--- config.mk ---
export PLATFORM = sky130hd
export DESIGN_NAME = pis_ctrl
export DESIGN_NICKNAME = d
export VERILOG_FILES = /design/src/sv/permuted_index_sequencer_top_macros.svh /design/src/sv/pis_pkg.sv /design/src/sv/pis_ctrl.sv
export SDC_FILE = /design/constraint.sdc
export NUM_CORES = 1
export LEC_CHECK = 0
export ABC_AREA = 1
export BUFFER_PORTS_ARGS = -buffer_cell sky130_fd_sc_hd__buf_2
export CORE_AREA = 10 10 47 49
export DETAILED_ROUTE_END_ITERATION = 8
export DIE_AREA = 0 0 57 59
export HOLD_SLACK_MARGIN = 0.08
export SYNTH_ARGS = -nofsm -noshare
export SYNTH_HDL_FRONTEND = slang
export SYNTH_SLANG_ARGS = --single-unit
--- constraint.sdc ---
create_clock -name i_clk -period 1.1 [get_ports i_clk]
set_input_delay 0.055 -clock i_clk [delete_from_list [all_inputs] [get_ports i_clk]]
set_output_delay 0.055 -clock i_clk [all_outputs]
set_load 0.005 [all_outputs]
--- src/sv/permuted_index_sequencer_top_macros.svh ---
// Assertion macros used by the permuted index sequencer datapath.
`ifndef PERMUTED_INDEX_SEQUENCER_TOP_MACROS_SVH
`define PERMUTED_INDEX_SEQUENCER_TOP_MACROS_SVH
`ifndef ASSERT_OFF
// Same-cycle implication, disabled while reset is held.
`define PIS_ASSERT_IMP(label, clk, rst_n, ante, cons, msg) \
    label: assert property (@(posedge clk) disable iff (!rst_n) (ante) |-> (cons)) \
        else $error(msg);
// Next-cycle implication, disabled while reset is held.
`define PIS_ASSERT_NXT(label, clk, rst_n, ante, cons, msg) \
    label: assert property (@(posedge clk) disable iff (!rst_n) (ante) |=> (cons)) \
        else $error(msg);
`else
`define PIS_ASSERT_IMP(label, clk, rst_n, ante, cons, msg)
`define PIS_ASSERT_NXT(label, clk, rst_n, ante, cons, msg)
`endif
`endif

--- src/sv/pis_pkg.sv ---
// Types and constants of the permuted index sequencer.
`default_nettype none

package pis_pkg;

    localparam int LEN_W      = 11;
    localparam int ENTRY_W    = 10;
    localparam int WORD_W     = 31;
    localparam int MODE_W     = 2;
    localparam int OP_W       = 2;
    localparam int CFG_IDX_W  = 1;
    localparam int CFG_DATA_W = 11;
    localparam int DCNT_W     = $clog2(WORD_W);

    typedef enum logic [OP_W-1:0] {
        OP_RESTART = 2'd0,
        OP_WORD    = 2'd1,
        OP_NEXT    = 2'd2,
        OP_SEEK    = 2'd3
    } t_op;

    localparam logic [MODE_W-1:0] MODE_REVERSE = 2'd1;
    localparam logic [MODE_W-1:0] MODE_RANDOM  = 2'd2;

    localparam logic [CFG_IDX_W-1:0] CFG_SEQ_LENGTH = 1'b0;
    localparam logic [CFG_IDX_W-1:0] CFG_ORDER_MODE = 1'b1;

    typedef enum logic [3:0] {
        S_IDLE,
        S_FILL,
        S_DIV,
        S_CHECK,
        S_RD_P,
        S_RD_J,
        S_WR_P,
        S_WR_J,
        S_NEXT_RD,
        S_NEXT_OUT,
        S_FINISH
    } t_state;

    typedef struct packed {
        logic load;
        logic fill;
        logic div_step;
        logic reject;
        logic rd_p;
        logic rd_j;
        logic wr_p;
        logic wr_j;
        logic take_idx;
        logic emit;
    } t_cmd;

    typedef struct packed {
        logic shuffling;
        logic cur_at_end;
        logic len_zero;
        logic fill_last;
        logic div_last;
        logic word_ok;
    } t_stat;

endpackage

`default_nettype wire

--- src/sv/pis_ctrl.sv ---
// Controller state machine of the permuted index sequencer.
`default_nettype none

module pis_ctrl
    import pis_pkg::*;
(
    input  wire logic            i_clk,
    input  wire logic            i_rst_n,
    input  wire logic            i_start,
    input  wire logic [OP_W-1:0] i_operation,
    input  wire t_stat           i_stat,
    output t_cmd                 o_cmd,
    output logic                 o_busy
);

    t_state r_state;
    t_state n_state;

    always_ff @(posedge i_clk) begin
        if (!i_rst_n) begin
            r_state <= S_IDLE;
        end else begin
            r_state <= n_state;
        end
    end

    always_comb begin
        n_state = r_state;
        unique case (r_state)
            S_IDLE: begin
                if (i_start) begin
                    unique case (t_op'(i_operation))
                        OP_RESTART: n_state = i_stat.len_zero ? S_FINISH : S_FILL;
                        OP_WORD:    n_state = i_stat.shuffling ? S_DIV : S_FINISH;
                        OP_NEXT: begin
                            if (i_stat.shuffling || i_stat.cur_at_end) begin
                                n_state = S_FINISH;
                            end else begin
                                n_state = S_NEXT_RD;
                            end
                        end
                        OP_SEEK:    n_state = S_FINISH;
                    endcase
                end
            end
            S_FILL: begin
                if (i_stat.fill_last) begin
                    n_state = S_FINISH;
                end
            end
            S_DIV: begin
                if (i_stat.div_last) begin
                    n_state = S_CHECK;
                end
            end
            S_CHECK:    n_state = i_stat.word_ok ? S_RD_P : S_FINISH;
            S_RD_P:     n_state = S_RD_J;
            S_RD_J:     n_state = S_WR_P;
            S_WR_P:     n_state = S_WR_J;
            S_WR_J:     n_state = S_FINISH;
            S_NEXT_RD:  n_state = S_NEXT_OUT;
            S_NEXT_OUT: n_state = S_FINISH;
            S_FINISH:   n_state = S_IDLE;
            default:    n_state = S_IDLE;
        endcase
    end

    always_comb begin
        o_cmd = '0;
        unique case (r_state)
            S_IDLE:     o_cmd.load     = i_start;
            S_FILL:     o_cmd.fill     = 1'b1;
            S_DIV:      o_cmd.div_step = 1'b1;
            S_CHECK:    o_cmd.reject   = !i_stat.word_ok;
            S_RD_P:     o_cmd.rd_p     = 1'b1;
            S_RD_J:     o_cmd.rd_j     = 1'b1;
            S_WR_P:     o_cmd.wr_p     = 1'b1;
            S_WR_J:     o_cmd.wr_j     = 1'b1;
            S_NEXT_OUT: o_cmd.take_idx = 1'b1;
            S_FINISH:   o_cmd.emit     = 1'b1;
            default:    o_cmd          = '0;
        endcase
    end

    assign o_busy = (r_state != S_IDLE);

endmodule

`default_nettype wire

==> impl_metrics.env <==
export IMPL_area_growth_pct=81.46
export IMPL_hold_class="in -> reg"
export IMPL_synth_top_area_share=0.1945
export IMPL_pin_count=22
export IMPL_violations="negative setup slack"
export IMPL_setup_ws_ns=-0.08020
export IMPL_synthCells=74
export IMPL_r2r_cells=9
export IMPL_root_buffer="clkbuf_4"
export IMPL_grt_max_degree=7
export IMPL_synth_commonest_cells="17 x nand2_1, 17 x nor2_1, 9 x inv_1"
export IMPL_ys_types=18
export IMPL_port_buffers=21
export IMPL_syn_num_nets=85
export IMPL_fin_util=0.5330
export IMPL_die_x_microns=57
export IMPL_drc=0
export IMPL_path_class="reg -> reg"
export IMPL_slew_viol_final=0
export IMPL_core_area_sq_um=1401
export IMPL_num_fill_cells=145
export IMPL_synth_cell_area_sq_um=411.6
export IMPL_viasPerCell=4.465
export IMPL_peakVddDrop_uv=1050
export IMPL_start_kind="flop"
export IMPL_ys_warn_count=0
export IMPL_synth_edf_count=0
export IMPL_r2r_slack_ns=-0.08
export IMPL_hold_buffers=0
export IMPL_place_area_sq_um=611.8
export IMPL_skew_ns=0.0004687
export IMPL_ys_flop_type="dfxtp_1"
export IMPL_ys_seq_area_frac=0.1945
export IMPL_hold_viol=0
export IMPL_drt_pass1_iter_count=3
export IMPL_clk_pin_slew_worst_paths_ns=0.04
export IMPL_grt_overflow_total=0
export IMPL_grt_pass1_vias=567
export IMPL_fin_crit_ns=1.180
export IMPL_synthTopCellsByArea="dfxtp_1 19%, nand2_1 16%, nor2_1 16%, nand3_1 8.5%, inv_1 8.2%"
export IMPL_dieHeight_microns=59
export IMPL_arrival_ns=1.34
export IMPL_largest_reg_flops=4
export IMPL_async_reset_ff_frac=0
export IMPL_grt_pass1_wl_microns=2325
export IMPL_fin_crit_sh=1.073
export IMPL_nets=124
export IMPL_critPathMaxFanout=5
export IMPL_htree_levels=1
export IMPL_top_register="r_state"
export IMPL_multiInputGateArea_sq_um=326.6
export IMPL_hpwl_microns=1086
export IMPL_wl_per_cell_microns=10.87
export IMPL_rsz0062_at_grt="true"
export IMPL_first_iter_violations=4
export IMPL_endpoint_kind="flop"
export IMPL_cts_made_buffers=3
export IMPL_timing_rr_start="r_state[2]"
export IMPL_critical_path_required_ns=1.26
export IMPL_vias=567
export IMPL_yosys_area_top_type="dfxtp_1"
export IMPL_die_area_sq_um=3363
export IMPL_clkSinkCount=4
export IMPL_grt_use_total=0.08377
export IMPL_tightest_slew_ns=0.1675
export IMPL_finalSetupViolCount=12
export IMPL_drive_gt1_frac=0.6396
export IMPL_gp_congestion=0.7742
export IMPL_avgSynthCellArea_sq_um=5.563
export IMPL_cts_tree="built"
export IMPL_regArea_sq_um=95.09
export IMPL_ys_ff_latch=4
export IMPL_p_per_area_nw_per_um2=2186
export IMPL_status="finished, violations left"
export IMPL_r2r_end="r_state[1]"
export IMPL_reg_top3="r_state (4)"
export IMPL_min_to="r_state[0]"
export IMPL_cap_violations=0
export IMPL_final_area_sq_um=747.0
export IMPL_whs_path_depth=3
export IMPL_clkLatencyLatePin_ns=0.23
export IMPL_leakage_nw=0.4020
export IMPL_hp_start="i_rst_n"
export IMPL_antenna_cells=0
export IMPL_ant_nets=0
export IMPL_postRouteWirelength_microns=1380
export IMPL_initial_core_util=0.2938
export IMPL_antenna_found_initial=0
export IMPL_cts_buffer_depth=2
export IMPL_floorplan_rows=14
export IMPL_maxSlewHeadroom=0.8879
export IMPL_fmax_mhz=847.3
## stage by stage
stage | worst slack [ns] | instances | hold WS [ns] | TNS, ns | power (W)
3_5_place_dp | -0.09570 | 121 | 0.3587 | -0.1897 | 0.001228
6_report | -0.08020 | 127 | 0.1134 | -0.5198 | 0.001633
4_1_cts | -0.1134 | 124 | 0.1185 | -0.3391 | 0.001534
5_1_grt | -0.1462 | 127 | 0.1200 | -1.463 | 0.001804
2_1_floorplan | 0.04034 | 74 | 0.1323 | 0 | 0.0008488
3_3_place_gp | -0.04931 | 121 | 0.3563 | -0.09515 | 0.001222
## report_power, final
group | leakage [nW] | total, W | switching [W] | internal, W
Sequential | 0.0356 | 0.000317 | 0.000101 | 0.000216
Clock | 0.0138 | 0.000179 | 0.0000575 | 0.000122
Combinational | 0.353 | 0.00114 | 0.000601 | 0.000536
Total | 0.402 | 0.00163 | 0.000759 | 0.000874
## layout make-up
cell class              instances  area share
multi-input cells              56      0.4372
clock buffers                   3     0.03015
well taps                      16     0.02680
inverters                      14     0.08878
repair buffers                 34      0.2898
flip-flops and latches          4      0.1273
## worst max-delay path, cell delays in order (launching register included)
cell	delay [ns]
dfxtp_4	0.38
inv_4	0.05
buf_6	0.11
nor2_4	0.11
nand2_2	0.08
nand2_2	0.09
nor2_4	0.04
nand3_2	0.07
nand2_2	0.05
a21oi_2	0.12
## cells by family (layout without fill, tap and decap cells)
family,after synthesis,in the layout,share of synthesized area
AOI/OAI and AO/OA,6,6,0.09724
buffers and inverters,14,51,0.1398
DFF,4,4,0.1945
and+or+nand+nor,50,50,0.5684
## per-layer routing
layer	routed length [microns]	global-route usage	vias up
li1	-	-	306
met1	528	0.08294	244
met2	772	0.1519	15
met3	63	0.03004	2
met4	17	0.04027	0
met5	0	0	-
## cells in the final DEF (no fill, tap or decap), drive strengths merged
cell type and count:
o21ai 2, nor2 23, o211ai 1, nand3 7, clkbuf 3, dfxtp 4
inv 13, nand2 19, buf 34, nand4 1, clkinv 1, a21oi 3
## worst max path at each step
stage | start | depth (start not counted) | slack (ns) | to
after floorplan | r_state[0] | 8 | 0.04 | r_state[1]
after global placement | r_state[1] | 8 | -0.05 | r_state[1]
after CTS | r_state[0] | 6 | -0.11 | o_cmd[9]
after detailed placement | r_state[0] | 8 | -0.1 | r_state[1]
after global routing | r_state[0] | 6 | -0.15 | o_cmd[9]
final | r_state[2] | 9 | -0.08 | r_state[1]
## timing repair
item                                    4_1_cts  5_1_grt
setup buffers                                 1        3
pin swaps                                     5        9
resized for setup                            21       14
endpoints found under the setup margin       14       14
(Power assumes the default switching activity.)
